`src/rtl/variable_partition_allocator_defines.svh`:
```
// assertion macros used by the allocator controller
`ifndef VARIABLE_PARTITION_ALLOCATOR_DEFINES_SVH
`define VARIABLE_PARTITION_ALLOCATOR_DEFINES_SVH

`ifndef SYNTH
`define VPA_ASSERT(label, prop, msg) \
  label: assert property (@(posedge clk) disable iff (rst) (prop)) else $error(msg);
`define VPA_ASSERT_NEVER(label, expr, msg) \
  label: assert property (@(posedge clk) disable iff (rst) !(expr)) else $error(msg);
`else
`define VPA_ASSERT(label, prop, msg)
`define VPA_ASSERT_NEVER(label, expr, msg)
`endif

`endif

```
`src/rtl/vpa_pkg.sv`:
```
package vpa_pkg;

  localparam int MAX_PARTS = 16;
  localparam int ADDR_BITS = 16;
  localparam int IDX_W     = $clog2(MAX_PARTS);
  localparam int SZ_W      = ADDR_BITS + 1;
  localparam int TOTAL_W   = 17;
  localparam int REQ_W     = 17;
  localparam int OWNER_W   = 8;
  localparam int BASE_W    = 16;
  localparam int CLAMP_W   = (SZ_W > TOTAL_W) ? SZ_W : TOTAL_W;

  typedef logic [IDX_W-1:0]     idx_t;
  typedef logic [ADDR_BITS-1:0] addr_t;
  typedef logic [SZ_W-1:0]      size_t;
  typedef logic [OWNER_W-1:0]   owner_t;

  localparam logic FUNC_ALLOC = 1'b0;
  localparam logic FUNC_FREE  = 1'b1;

  localparam logic [1:0] POL_FIRST  = 2'd0;
  localparam logic [1:0] POL_BEST   = 2'd1;
  localparam logic [1:0] POL_WORST  = 2'd2;
  localparam logic [1:0] POL_UNUSED = 2'd3;

  localparam logic [2:0] ST_OK       = 3'd0;
  localparam logic [2:0] ST_HELD     = 3'd1;
  localparam logic [2:0] ST_NOSPACE  = 3'd2;
  localparam logic [2:0] ST_NOTFOUND = 3'd3;
  localparam logic [2:0] ST_FULL     = 3'd4;

  localparam logic REG_FIT_POLICY = 1'b0;
  localparam logic REG_TOTAL_SIZE = 1'b1;

  localparam logic [TOTAL_W-1:0] TOTAL_RESET = TOTAL_W'(65536);

  typedef struct packed {
    logic                 func;
    logic [OWNER_W-1:0]   owner_id;
    logic [REQ_W-1:0]     request_size;
  } req_item_t;

  typedef struct packed {
    logic              ok;
    logic [BASE_W-1:0] base_address;
    logic [2:0]        status;
  } rsp_item_t;

  typedef enum logic {PH_MAIN, PH_MERGE} phase_t;

  typedef struct packed {
    logic   valid;
    addr_t  start;
    size_t  size;
    logic   used;
    owner_t owner;
  } ent_t;

  typedef struct packed {
    logic en;
    idx_t idx;
    ent_t ent;
  } wr_t;

  // broadcast from the controller to every cell
  typedef struct packed {
    logic           restart;
    size_t          rsize;
    logic [1:0]     policy;
    owner_t         owner;
    size_t          req;
    idx_t           cur_idx;
    addr_t          cur_start;
    size_t          cur_size;
    wr_t [2:0]      wr;
  } cmd_t;

  // scan record handed from cell to cell
  typedef struct packed {
    logic   active;
    phase_t phase;
    logic   own_hit;
    idx_t   own_idx;
    addr_t  own_start;
    size_t  own_size;
    logic   pick_hit;
    idx_t   pick_idx;
    addr_t  pick_start;
    size_t  pick_size;
    logic   slot_hit;
    idx_t   slot_idx;
    logic   prev_hit;
    idx_t   prev_idx;
    size_t  prev_size;
    logic   next_hit;
    idx_t   next_idx;
    size_t  next_size;
  } carry_t;

  function automatic size_t clamp_total(logic [TOTAL_W-1:0] val);
    logic [CLAMP_W-1:0] cap;
    logic [CLAMP_W-1:0] v;
    cap = CLAMP_W'(1) << ADDR_BITS;
    v   = CLAMP_W'(val);
    return (v > cap) ? SZ_W'(cap) : SZ_W'(v);
  endfunction

  localparam size_t RESET_SIZE = clamp_total(TOTAL_RESET);

endpackage

```
`src/rtl/vpa_cell.sv`:
```
module vpa_cell
  import vpa_pkg::*;
(
  input  logic   clk,
  input  logic   rst,
  input  idx_t   idx,
  input  cmd_t   cmd,
  input  carry_t carry_in,
  output carry_t carry_out
);

  ent_t   e;
  carry_t nxt;
  logic   better;
  logic   fits;

  always_comb begin
    nxt    = carry_in;
    better = 1'b0;
    fits   = (e.size >= cmd.req);
    if (carry_in.active) begin
      if (carry_in.phase == PH_MAIN) begin
        if (!carry_in.own_hit && e.valid && e.used && e.owner == cmd.owner) begin
          nxt.own_hit   = 1'b1;
          nxt.own_idx   = idx;
          nxt.own_start = e.start;
          nxt.own_size  = e.size;
        end
        if (!carry_in.slot_hit && !e.valid) begin
          nxt.slot_hit = 1'b1;
          nxt.slot_idx = idx;
        end
        if (e.valid && !e.used) begin
          case (cmd.policy)
            POL_FIRST: better = fits && (!carry_in.pick_hit ||
                                         e.start < carry_in.pick_start);
            POL_BEST:  better = fits && (!carry_in.pick_hit ||
                                         e.size < carry_in.pick_size ||
                                         (e.size == carry_in.pick_size &&
                                          e.start < carry_in.pick_start));
            POL_WORST: better = !carry_in.pick_hit || e.size > carry_in.pick_size ||
                                (e.size == carry_in.pick_size &&
                                 e.start < carry_in.pick_start);
            default:   better = 1'b0;
          endcase
        end
        if (better) begin
          nxt.pick_hit   = 1'b1;
          nxt.pick_idx   = idx;
          nxt.pick_start = e.start;
          nxt.pick_size  = e.size;
        end
      end else if (idx != cmd.cur_idx && e.valid && !e.used) begin
        // neighbours that touch the released partition in address
        if (!carry_in.prev_hit && size_t'(e.start) + e.size == size_t'(cmd.cur_start)) begin
          nxt.prev_hit  = 1'b1;
          nxt.prev_idx  = idx;
          nxt.prev_size = e.size;
        end else if (!carry_in.next_hit &&
                     size_t'(e.start) == size_t'(cmd.cur_start) + cmd.cur_size) begin
          nxt.next_hit  = 1'b1;
          nxt.next_idx  = idx;
          nxt.next_size = e.size;
        end
      end
    end
  end

  always_ff @(posedge clk) begin
    if (rst) begin
      e         <= '0;
      carry_out <= '0;
      if (idx == '0) begin
        e.valid <= 1'b1;
        e.size  <= RESET_SIZE;
      end
    end else begin
      carry_out <= nxt;
      if (cmd.restart) begin
        e <= '0;
        if (idx == '0) begin
          e.valid <= 1'b1;
          e.size  <= cmd.rsize;
        end
      end else begin
        for (int w = 0; w < 3; w++) begin
          if (cmd.wr[w].en && cmd.wr[w].idx == idx) begin
            e <= cmd.wr[w].ent;
          end
        end
      end
    end
  end

endmodule

```
`config.mk`:
```
export PLATFORM = sky130hd
export DESIGN_NAME = vpa_cell
export DESIGN_NICKNAME = d
export VERILOG_FILES = /design/src/rtl/variable_partition_allocator_defines.svh /design/src/rtl/vpa_pkg.sv /design/src/rtl/vpa_cell.sv
export SDC_FILE = /design/constraint.sdc
export NUM_CORES = 1
export LEC_CHECK = 0
export BUFFER_PORTS_ARGS = -buffer_cell sky130_fd_sc_hd__buf_2
export CAP_MARGIN = 10
export CORE_MARGIN = 5
export CORE_UTILIZATION = 30
export CTS_CLUSTER_SIZE = 16
export DETAILED_ROUTE_END_ITERATION = 7
export GPL_TIMING_DRIVEN = 1
export HOLD_SLACK_MARGIN = 0.1
export MAX_ROUTING_LAYER = met4
export SYNTH_ARGS = -nofsm -noshare
export SYNTH_HDL_FRONTEND = slang
export SYNTH_SLANG_ARGS = --single-unit
export TNS_END_PERCENT = 50
```
`constraint.sdc`:
```
create_clock -name clk -period 4.2 [get_ports clk]
set_input_delay 0.21 -clock clk [delete_from_list [all_inputs] [get_ports clk]]
set_output_delay 0.21 -clock clk [all_outputs]
set_load 0.02 [all_outputs]
```
==> out/results.txt <==
Status = completed
Worst-Skew Late Latency = 0.45 ns
Switch share = 0.327
FF/Latch Area = 0.00358 mm^2
Worst-margin pin slew = 1.07 ns
Syn_nets = 1740
Starting Density = 0.303
Initial antenna violation count = 7
Num CTS Buffers = 17
CTS H-tree lvls = 4
Post-Synthesis Cells = 1298
Worst Reg-to-Reg Cells = 10
Setup repair bufs after CTS = 0
Internal = 3210 uW
Max IR drop VDD = 0.282 mV
Synthesized flop and latch total = 170
Die ar. = 0.0408 mm^2
Core box area = 0.0365 mm^2
Post-route minimum period = 3.72 ns
Area grow syn2layout = 45.9%
Yosys top cell area share = 0.275
Hold WC Path Type = input port to flip-flop
Footprint of the multi-input gates = 0.00701 mm^2
Design Area, Final = 0.0161 mm^2
Required time worst endpoint = 4.48 ns
Die height = 202 um
Pre-antenna DRT Iters = 5
Final wirelength = 50700 um
Post-Place Cell Area = 0.0142 mm^2
Routed len/inst = 21.2 um
Final net count = 2351
Ys flop type = dfxtp_1
Vias = 11728
Post-DR vias/cell = 4.89
Final setup viols = 0
Post-synth EDFFs = 18
Final ANT Viol Nets = 0
Port-buffer cells = 485
Total gr overflow = 0
Synth unique cells = 69
Row count = 70
First-pass GRT wire length = 74600 um
CTS clk-pin slew, worst paths = 0.07 ns
DIE WIDTH = 202 um
Crit path kind = flip-flop to flip-flop
Ys async rst share = 0
Hold Path Depth = 3
Setup TNS = 0 ns
Leading area contributor after synthesis = dfxtp_1
PD cells = 295 mW/mm^2
Busiest grt layer = met2
Final Max Tran Viols = 0
Critical path peak fanout = 21
Clock skew = 0.0144 ns
Clk sinks = 170
Max Cap Viol = 0
Resized Gates After CTS = 0
DR iter-0 viols = 713
Avg Cell Area, Syn = 8.53 um^2
Post-synthesis cell area = 0.0111 mm^2
Largest net degree at the start of global routing = 108
I/O pin cnt = 486
Net Switching = 1560 uW
Final GP Congestion = 0.915
Root Buffer = clkbuf_16
GRT Resource Usage Total = 0.247
Met3 Use GR = 0.0404
LEAKAGE = 0.00782 uW
CP endpoint kind = flip-flop
Flop pwr share = 0.377
Detailed Place HPWL = 40600 um
Final Hold Fails = 0
Sequential area share after synthesis = 0.324
DRC violations left = 0
Top post-synthesis cells by area = dfxtp_1 27%, mux2i_1 13%, ha_1 9.2%, nand2b_1 5.8%, edfxtp_1 4.9%
Fmax = 269 MHz
Crit share post-route = 0.886
Vias in the first global route = 12333
Layout Utilization = 0.442
Fillers = 3634
GR Layer Usage met2 = 0.419
CP Data Arrival Time = 4.01 ns
Global Route met1 Usage = 0.304
Yosys warnings = 0
RSZ-0062 raised after global routing = false
Relative slew slack = 0.282
Share of cells above drive strength 1 = 0.303
CTS Buffer Depth = 2
CP startpoint kind = flip-flop
CTS tree = done
Clock Power Share = 0.357
Combinational Power Share = 0.266
-- path summary, 6_finish.rpt --
check	startpoint	end	slack, ns
max	e[9]$_SDFFCE_PP0P_	carry_out[38]$_SDFF_PP0_	0.48
min	cmd[215]	e[16]$_SDFFCE_PP0P_	0.13
max reg2reg	e[9]$_SDFFCE_PP0P_	carry_out[38]$_SDFF_PP0_	0.48
min reg2reg	e[6]$_SDFFE_PP0P_	e[6]$_SDFFE_PP0P_	0.52
-- synthesized netlist by cell type, types with 8 or more instances --
| cell type | n |
|---|---|
| inv_1 | 61 |
| and3_1 | 8 |
| xor2_1 | 33 |
| nand2_1 | 67 |
| clkbuf_1 | 60 |
| nor2_1 | 135 |
| nand4_1 | 14 |
| a21o_1 | 12 |
| xnor2_1 | 32 |
| dfxtp_1 | 152 |
| nand2b_1 | 103 |
| edfxtp_1 | 18 |
| o21ai_0 | 57 |
| a21oi_1 | 90 |
| ha_1 | 81 |
| nor3_1 | 15 |
| a211oi_1 | 36 |
| o21ai_1 | 30 |
| nand3_1 | 32 |
| nor2b_1 | 11 |
| mux2i_1 | 144 |
-- state kept, by name, indices dropped and copies added (netlist names) --
signal     count
e             43
carry_out    127
-- cells in the final DEF, fill, tap and decap left out, types with 4 or more instances in the layout --
cell,count
nand3_1,31
o211ai_1,7
nor2b_1,11
a21o_1,12
a21oi_1,90
inv_1,61
nand2_1,67
ha_1,81
nor4_1,4
a211oi_1,36
mux2i_1,144
nand3b_1,4
edfxtp_1,18
buf_4,44
o31ai_1,5
xnor2_1,32
dfxtp_1,152
nor3_1,15
a211o_1,5
nand2b_1,103
nand4_1,14
clkbuf_16,17
dlygate4sd3_1,132
o21ai_0,57
and3_1,8
xor2_1,33
diode_2,6
o21ai_1,30
inv_8,5
o21a_1,7
buf_2,484
nor2_1,134
-- power by group through the flow --
stage | Clock [uW] | Combinational (uW) | Sequential, uW
floorplan | 0 | 558 | 1910
global placement | 0 | 1150 | 1830
detailed placement | 0 | 1160 | 1840
CTS | 1750 | 1260 | 1800
global route | 1830 | 1380 | 1810
finish | 1700 | 1270 | 1800
-- per-layer routing --
layer,routed length (um),share of wire
met2,24800,0.49
met3,2750,0.054
met1,22100,0.44
met5,0,0
met4,1040,0.020
-- cell families after synthesis --
group,count (synthesis),synth area share
buf+inv,131,0.0463
flops,170,0.324
xor+xnor,66,0.0529
compound gates,282,0.159
simple gates,420,0.191
fa+ha+maj,83,0.0952
mux,146,0.132
-- stage by stage --
stage	std cells	power, uW	hold WS, ns	worst slack, ns
final	2396	4770	0.133	0.477
after detailed placement	2226	3000	0.448	0.513
after CTS	2390	4820	0.103	0.486
after global placement	2226	2990	0.442	0.569
after floorplan	1298	2470	0.327	0.870
after global routing	2396	5020	0.116	0.266
-- layout make-up --
class,instances,area share
clock inverters,15,0.0122
inverters,62,0.0144
multi-input cells,997,0.434
diodes,6,0.000930
flip-flops and latches,170,0.222
clock buffers,17,0.0263
repair buffers,661,0.254
well taps,468,0.0363
-- critical path, stage by stage (launching register included) --
cell and delay [ns]:
edfxtp_1 0.40, ha_1 0.25, fa_1 0.42, a211o_1 0.36, a211o_1 0.30, a21oi_1 0.20
o221a_2 0.21, nor2_1 0.10, or4_1 0.93, o21ai_0 0.30, a21oi_1 0.09
-- repair_timing --
| action | in CTS | in global routing |
|---|---|---|
| setup endpoints to repair | 0 | 0 |
| hold buffers | 132 | 0 |
| endpoints found under the hold margin | 132 | 0 |
Power figures use the tool's default switching activity.
