<file path="config.mk">
export PLATFORM = sky130hd
export DESIGN_NAME = vpa_ctrl
export DESIGN_NICKNAME = d
export VERILOG_FILES = /design/src/rtl/vpa_pkg.sv /design/src/rtl/vpa_ctrl.sv
export VERILOG_INCLUDE_DIRS = /design/src /design/src/rtl
export SDC_FILE = /design/constraint.sdc
export NUM_CORES = 1
export LEC_CHECK = 0
export BUFFER_PORTS_ARGS = -buffer_cell sky130_fd_sc_hd__buf_2
export CAP_MARGIN = 10
export CORE_AREA = 2 2 216 218
export CTS_CLUSTER_DIAMETER = 200
export CTS_CLUSTER_SIZE = 16
export DETAILED_ROUTE_END_ITERATION = 10
export DIE_AREA = 0 0 218 220
export PLACE_DENSITY = 0.52
export SLEW_MARGIN = 20
export SYNTH_ARGS = -nofsm -noshare
export SYNTH_HDL_FRONTEND = slang
export SYNTH_SLANG_ARGS = --single-unit
</file>
<file path="constraint.sdc">
create_clock -name clk -period 3.54 [get_ports clk]
set_clock_uncertainty 0.15 [all_clocks]
set_input_delay 0.708 -clock clk [delete_from_list [all_inputs] [get_ports clk]]
set_output_delay 0.708 -clock clk [all_outputs]
set_load 0.02 [all_outputs]
</file>
<file path="src/rtl/variable_partition_allocator_defines.svh">
// assertion macros used by the allocator controller
`ifndef VARIABLE_PARTITION_ALLOCATOR_DEFINES_SVH
`define VARIABLE_PARTITION_ALLOCATOR_DEFINES_SVH

`ifndef SYNTH
`define VPA_ASSERT(label, prop, msg) \
  label: assert property (@(posedge clk) disable iff (rst) (prop)) else $error(msg);
`define VPA_ASSERT_NEVER(label, expr, msg) \
  label: assert property (@(posedge clk) disable iff (rst) !(expr)) else $error(msg);
`else
`define VPA_ASSERT(label, prop, msg)
`define VPA_ASSERT_NEVER(label, expr, msg)
`endif

`endif

</file>
<file path="src/rtl/vpa_pkg.sv">
package vpa_pkg;

  localparam int MAX_PARTS = 16;
  localparam int ADDR_BITS = 16;
  localparam int IDX_W     = $clog2(MAX_PARTS);
  localparam int SZ_W      = ADDR_BITS + 1;
  localparam int TOTAL_W   = 17;
  localparam int REQ_W     = 17;
  localparam int OWNER_W   = 8;
  localparam int BASE_W    = 16;
  localparam int CLAMP_W   = (SZ_W > TOTAL_W) ? SZ_W : TOTAL_W;

  typedef logic [IDX_W-1:0]     idx_t;
  typedef logic [ADDR_BITS-1:0] addr_t;
  typedef logic [SZ_W-1:0]      size_t;
  typedef logic [OWNER_W-1:0]   owner_t;

  localparam logic FUNC_ALLOC = 1'b0;
  localparam logic FUNC_FREE  = 1'b1;

  localparam logic [1:0] POL_FIRST  = 2'd0;
  localparam logic [1:0] POL_BEST   = 2'd1;
  localparam logic [1:0] POL_WORST  = 2'd2;
  localparam logic [1:0] POL_UNUSED = 2'd3;

  localparam logic [2:0] ST_OK       = 3'd0;
  localparam logic [2:0] ST_HELD     = 3'd1;
  localparam logic [2:0] ST_NOSPACE  = 3'd2;
  localparam logic [2:0] ST_NOTFOUND = 3'd3;
  localparam logic [2:0] ST_FULL     = 3'd4;

  localparam logic REG_FIT_POLICY = 1'b0;
  localparam logic REG_TOTAL_SIZE = 1'b1;

  localparam logic [TOTAL_W-1:0] TOTAL_RESET = TOTAL_W'(65536);

  typedef struct packed {
    logic                 func;
    logic [OWNER_W-1:0]   owner_id;
    logic [REQ_W-1:0]     request_size;
  } req_item_t;

  typedef struct packed {
    logic              ok;
    logic [BASE_W-1:0] base_address;
    logic [2:0]        status;
  } rsp_item_t;

  typedef enum logic {PH_MAIN, PH_MERGE} phase_t;

  typedef struct packed {
    logic   valid;
    addr_t  start;
    size_t  size;
    logic   used;
    owner_t owner;
  } ent_t;

  typedef struct packed {
    logic en;
    idx_t idx;
    ent_t ent;
  } wr_t;

  // broadcast from the controller to every cell
  typedef struct packed {
    logic           restart;
    size_t          rsize;
    logic [1:0]     policy;
    owner_t         owner;
    size_t          req;
    idx_t           cur_idx;
    addr_t          cur_start;
    size_t          cur_size;
    wr_t [2:0]      wr;
  } cmd_t;

  // scan record handed from cell to cell
  typedef struct packed {
    logic   active;
    phase_t phase;
    logic   own_hit;
    idx_t   own_idx;
    addr_t  own_start;
    size_t  own_size;
    logic   pick_hit;
    idx_t   pick_idx;
    addr_t  pick_start;
    size_t  pick_size;
    logic   slot_hit;
    idx_t   slot_idx;
    logic   prev_hit;
    idx_t   prev_idx;
    size_t  prev_size;
    logic   next_hit;
    idx_t   next_idx;
    size_t  next_size;
  } carry_t;

  function automatic size_t clamp_total(logic [TOTAL_W-1:0] val);
    logic [CLAMP_W-1:0] cap;
    logic [CLAMP_W-1:0] v;
    cap = CLAMP_W'(1) << ADDR_BITS;
    v   = CLAMP_W'(val);
    return (v > cap) ? SZ_W'(cap) : SZ_W'(v);
  endfunction

  localparam size_t RESET_SIZE = clamp_total(TOTAL_RESET);

endpackage

</file>
<file path="src/rtl/vpa_ctrl.sv">
`include "variable_partition_allocator_defines.svh"

module vpa_ctrl
  import vpa_pkg::*;
(
  input  logic       clk,
  input  logic       rst,
  input  logic       req_valid,
  output logic       req_ready,
  input  req_item_t  req,
  output logic       rsp_valid,
  input  logic       rsp_ready,
  output rsp_item_t  rsp,
  input  logic [1:0] policy,
  input  logic       cfg_restart,
  input  size_t      cfg_rsize,
  input  carry_t     tail,
  output carry_t     head,
  output cmd_t       cmd
);

  typedef enum logic [1:0] {IDLE, SCAN1, SCAN2, DONE} state_t;

  state_t     state;
  logic       cur_func;
  logic       res_ok;
  addr_t      res_base;
  logic [2:0] res_status;
  logic [2:0] alloc_status;
  logic       split;
  idx_t       tgt_idx;
  addr_t      tgt_start;
  size_t      tgt_size;

  always_comb begin
    split = tail.pick_size > cmd.req;
    if (tail.own_hit) begin
      alloc_status = ST_HELD;
    end else if (cmd.req == '0 || cmd.policy == POL_UNUSED) begin
      alloc_status = ST_NOSPACE;
    end else if (!tail.pick_hit || tail.pick_size < cmd.req) begin
      alloc_status = ST_NOSPACE;
    end else if (split && !tail.slot_hit) begin
      alloc_status = ST_FULL;
    end else begin
      alloc_status = ST_OK;
    end
    // merged partition lands in the lower neighbour when there is one
    tgt_idx   = tail.prev_hit ? tail.prev_idx : cmd.cur_idx;
    tgt_start = tail.prev_hit ? addr_t'(size_t'(cmd.cur_start) - tail.prev_size)
                              : cmd.cur_start;
    tgt_size  = (tail.prev_hit ? tail.prev_size : '0) + cmd.cur_size +
                (tail.next_hit ? tail.next_size : '0);
  end

  assign req_ready = (state == IDLE);

  always_ff @(posedge clk) begin
    if (rst) begin
      state     <= IDLE;
      head      <= '0;
      cmd       <= '0;
      rsp_valid <= 1'b0;
    end else begin
      head.active <= 1'b0;
      cmd.wr      <= '0;
      cmd.restart <= cfg_restart;
      cmd.rsize   <= cfg_rsize;
      cmd.policy  <= policy;
      if (rsp_valid && rsp_ready) begin
        rsp_valid <= 1'b0;
      end
      case (state)
        IDLE: begin
          if (req_valid) begin
            cur_func   <= req.func;
            cmd.owner  <= req.owner_id;
            cmd.req    <= size_t'(req.request_size);
            head       <= '0;
            head.active <= 1'b1;
            head.phase <= PH_MAIN;
            state      <= SCAN1;
          end
        end
        SCAN1: begin
          if (tail.active) begin
            if (cur_func == FUNC_FREE) begin
              if (tail.own_hit) begin
                cmd.cur_idx   <= tail.own_idx;
                cmd.cur_start <= tail.own_start;
                cmd.cur_size  <= tail.own_size;
                head          <= '0;
                head.active   <= 1'b1;
                head.phase    <= PH_MERGE;
                state         <= SCAN2;
              end else begin
                res_ok     <= 1'b0;
                res_base   <= '0;
                res_status <= ST_NOTFOUND;
                state      <= DONE;
              end
            end else begin
              res_ok     <= (alloc_status == ST_OK);
              res_base   <= (alloc_status == ST_OK) ? tail.pick_start : '0;
              res_status <= alloc_status;
              if (alloc_status == ST_OK) begin
                cmd.wr[0].en        <= 1'b1;
                cmd.wr[0].idx       <= tail.pick_idx;
                cmd.wr[0].ent.valid <= 1'b1;
                cmd.wr[0].ent.start <= tail.pick_start;
                cmd.wr[0].ent.size  <= split ? cmd.req : tail.pick_size;
                cmd.wr[0].ent.used  <= 1'b1;
                cmd.wr[0].ent.owner <= cmd.owner;
                if (split) begin
                  cmd.wr[1].en        <= 1'b1;
                  cmd.wr[1].idx       <= tail.slot_idx;
                  cmd.wr[1].ent.valid <= 1'b1;
                  cmd.wr[1].ent.start <= addr_t'(size_t'(tail.pick_start) + cmd.req);
                  cmd.wr[1].ent.size  <= tail.pick_size - cmd.req;
                  cmd.wr[1].ent.used  <= 1'b0;
                  cmd.wr[1].ent.owner <= '0;
                end
              end
              state <= DONE;
            end
          end
        end
        SCAN2: begin
          if (tail.active) begin
            cmd.wr[0].en        <= 1'b1;
            cmd.wr[0].idx       <= tgt_idx;
            cmd.wr[0].ent.valid <= 1'b1;
            cmd.wr[0].ent.start <= tgt_start;
            cmd.wr[0].ent.size  <= tgt_size;
            cmd.wr[0].ent.used  <= 1'b0;
            cmd.wr[0].ent.owner <= '0;
            cmd.wr[1].en        <= tail.prev_hit;
            cmd.wr[1].idx       <= cmd.cur_idx;
            cmd.wr[1].ent       <= '0;
            cmd.wr[2].en        <= tail.next_hit;
            cmd.wr[2].idx       <= tail.next_idx;
            cmd.wr[2].ent       <= '0;
            res_ok     <= 1'b1;
            res_base   <= '0;
            res_status <= ST_OK;
            state      <= DONE;
          end
        end
        DONE: begin
          if (!rsp_valid || rsp_ready) begin
            rsp_valid        <= 1'b1;
            rsp.ok           <= res_ok;
            rsp.base_address <= BASE_W'(res_base);
            rsp.status       <= res_status;
            state            <= IDLE;
          end
        end
        default: state <= IDLE;
      endcase
    end
  end

  `VPA_ASSERT(a_start_scan, (req_valid && req_ready) |=> head.active, "accepted transaction did not start a scan")
  `VPA_ASSERT(a_tail_scanning, tail.active |-> (state == SCAN1 || state == SCAN2), "scan record arrived outside a scan")
  `VPA_ASSERT(a_wr_order, cmd.wr[1].en |-> cmd.wr[0].en, "secondary table write without primary")
  `VPA_ASSERT_NEVER(a_wr_outside_done, cmd.wr[0].en && state != DONE, "table write outside completion")

endmodule

</file>
==> summary.md <==
| Metric | Value |
|---|---|
| Yosys top cell area share | `0.2946` |
| TNS Setup | `0 ps` |
| Synth async-reset ratio | `0` |
| First-pass GRT wire length | `63110 µm` |
| Initial DRC count | `512` |
| Peak supply drop | `0.2814 mV` |
| Worst-path maximum fanout | `3` |
| DRT Pass-1 Iters | `5` |
| Post-synth EDFFs | `slightly above 40` |
| Mapped cell area | `approximately 0.012 mm²` |
| Nets | `a little over 2000` |
| Global routing usage on met2 | `0.3243` |
| Synth area leaders | `dfxtp_1, buf_4, edfxtp_1` |
| Placer Congestion | `approximately 0.85` |
| Die height | `220 µm` |
| Vias in the first global route | `roughly 10000` |
| Root buffer cell | `clkbuf_16` |
| Seq cells post-synth | `around 220` |
| Final instance area | `0.01507 mm²` |
| GRT busiest layer | `met2` |
| Placed cell count | `2355` |
| Arr. time, crit path | `3470 ps` |
| Worst Max-Slew Pin Slew | `1080 ps` |
| Post-CTS setup buffers | `0` |
| Crit path largest cell delay | `480 ps` |
| Post-CTS resize count | `0` |
| Sequential share of the synthesized area | `0.3964` |
| Synthesized area per cell | `9.059 µm²` |
| DRC violations left | `0` |
| IO Port Bufs | `373` |
| Top_reg_cell synth | `dfxtp_1` |
| Area after DPL | `0.01460 mm²` |
| Commonest cells post-synth | `buf_4, nand2_1, dfxtp_1` |
| CORE AREA | `around 0.046 mm²` |
| # Max-Cap Violations | `0` |
| Setup crit end kind | `flip-flop` |
| Routed WL | `44940 µm` |
| # hold bufs at CTS | `0` |
| Area Overhead vs Synth | `24.61%` |
| Slew HR | `0.2798` |
| Clk_lat worst skew | `520 ps` |
| Die area | `0.04796 mm²` |
| Ys Warns | `0` |
| Share of the clock period used by the worst path | `0.9056` |
| Final min period | `~3200 ps` |
| CTS tree | `built` |
| Vias/cell | `4.399` |
| Max-slew violations | `0` |
| FP Rows | `79` |
| Outcome | `complete, no violations` |
| Die W | `218 µm` |
| Post-route ant nets | `0` |
| Largest net degree at the start of global routing | `89` |
| Post-synth top area cell | `dfxtp_1` |
| Total GRT Usage | `0.1783` |
| Num CTS Buffers | `17` |
| Syn Inst Count | `1335` |
| Worst path bufs/invs | `2` |
| WS Path Type | `input port to flip-flop` |
| Slowest CP cell | `a2111oi_2` |
| I/O pin count | `552` |
| Worst-case clock buffer depth | `3` |
| GRT met1 Usage | `0.2132` |
| Startpoint Class | `input port` |
| Final setup violation count | `0` |
| HPWL after DPL | `around 36000 µm` |
| Count leader, synth | `buf_4` |
| Library cells used by synthesis | `67` |
| Initial Util | `0.2637` |
| Clock transition at path regs | `90 ps` |
| Vias post-DR | `10480` |
| Critical path, cell by cell | `buf_2 > inv_1 > nor2_1 > fa_1 > ha_1 > a21o_1 > a21o_1 > a2111oi_2 > or4b_2 > nand3_1 > nand3_1 > mux2i_1 > o211ai_1` |
| CP delay by family, top | `compound AO/OA/AOI/OAI gates` |
| Worst path required time | `3810 ps` |
| Initial antenna violation count | `3` |
| Grt met3 use | `0.03464` |
| Layout cells sized above 1 | `0.2885` |
| Worst hold path class | `input port to flip-flop` |
| Hold Violations, Final | `0` |
| Fmax | `311.9 MHz` |
| H-tree levels | `1` |
| Total chip power | `just over 7 mW` |
| Overflow after GRT | `0` |
| Static Leak | `7.315 nW` |
| Number of standard cells in the layout, taps in and fillers out | `2383` |
| Pwr per Cell Area | `471.5 mW/mm²` |
| Clock sink count | `between 200 and 250` |
| Avg WL per Cell | `18.86 µm` |
| Unrepaired setup endpoints after global routing | `false` |
-- power breakdown --
part           total (mW)  internal (mW)  switching (mW)
sequential           2.80           2.70          0.0974
clock                1.89          0.900           0.989
combinational        2.42          0.874            1.54
-- logic make-up after synthesis --
| logic type | count (synthesis) | share of synthesized area |
|---|---|---|
| buf+inv | 275 | 0.1420 |
| mux | 31 | 0.02566 |
| xor+xnor | 45 | 0.03259 |
| compound gates | 251 | 0.1328 |
| simple gates | 427 | 0.1687 |
| fa+ha+maj | 86 | 0.1014 |
| flops | 219 | 0.3964 |
| other cells | 1 | 0.0003101 |
-- per-stage QoR --
stage | utilization | hold slack (ps) | setup WS [ps]
final | 0.3286 | 217.2 | 334.2
after global routing | 0.3286 | 192.1 | 108.2
after CTS | 0.3285 | 193.2 | 328.2
after detailed placement | 0.3183 | 255.7 | -225.6
after global placement | 0.3183 | 251.0 | -221.8
after floorplan | - | 250.3 | -10.52
-- metal layers --
| layer | wire (µm) | part of all wire |
|---|---|---|
| met1 | 18150 | 0.40 |
| met3 | 3107 | 0.069 |
| met5 | 0 | 0 |
| met2 | 22570 | 0.50 |
| met4 | 1111 | 0.025 |
-- layout make-up --
type	instances	area [µm²]
Clock inverter	2	16.27
Antenna cell	1	2.502
Sequential cell	219	4795
Inverter	50	187.7
Fill cell	4902	30790
Multi-Input combinational cell	1017	6280
Clock buffer	25	455.4
Tap cell	607	759.5
Timing Repair Buffer	462	2575
-- cells in the final DEF, fill, tap and decap left out, types with 5 or more instances in the layout --
master,count
a21boi_0,7
nand2_1,180
a2111oi_2,5
mux2i_1,31
dfxtp_1,178
a21o_1,14
nand4_1,7
conb_1,177
inv_1,49
o22ai_1,11
ha_1,66
xor2_1,22
nor3_2,6
and3_1,18
and2_1,45
nand3_1,12
nor2b_1,27
or3_1,6
buf_4,87
clkbuf_1,8
o21ai_0,45
fa_1,20
edfxtp_1,41
nor4_1,6
o211ai_1,5
nor3_1,22
buf_2,372
clkbuf_16,17
xnor2_1,23
nor2_1,77
nand2b_1,6
a21oi_1,102
o21a_1,11
-- registers in the layout, summed over array words and instances, names as in the netlist --
signal / cells
state: 2
res_base: 16
rsp_valid: 1
rsp: 20
res_status: 3
head: 2
res_ok: 1
cmd: 173
cur_func: 1
-- final timing paths --
| check | start | to | slack (ps) | depth (start not counted) |
|---|---|---|---|---|
| worst min register to register | res_status[2] | rsp[2] | 270 | 0 |
| worst min-delay path | req[25] | cur_func | 220 | 1 |
| worst max-delay path | tail[43] | cmd[25] | 330 | 13 |
| worst max register to register | cmd[182] | cmd[89] | 410 | 10 |
Note: power is estimated with default switching activity, not from simulation.
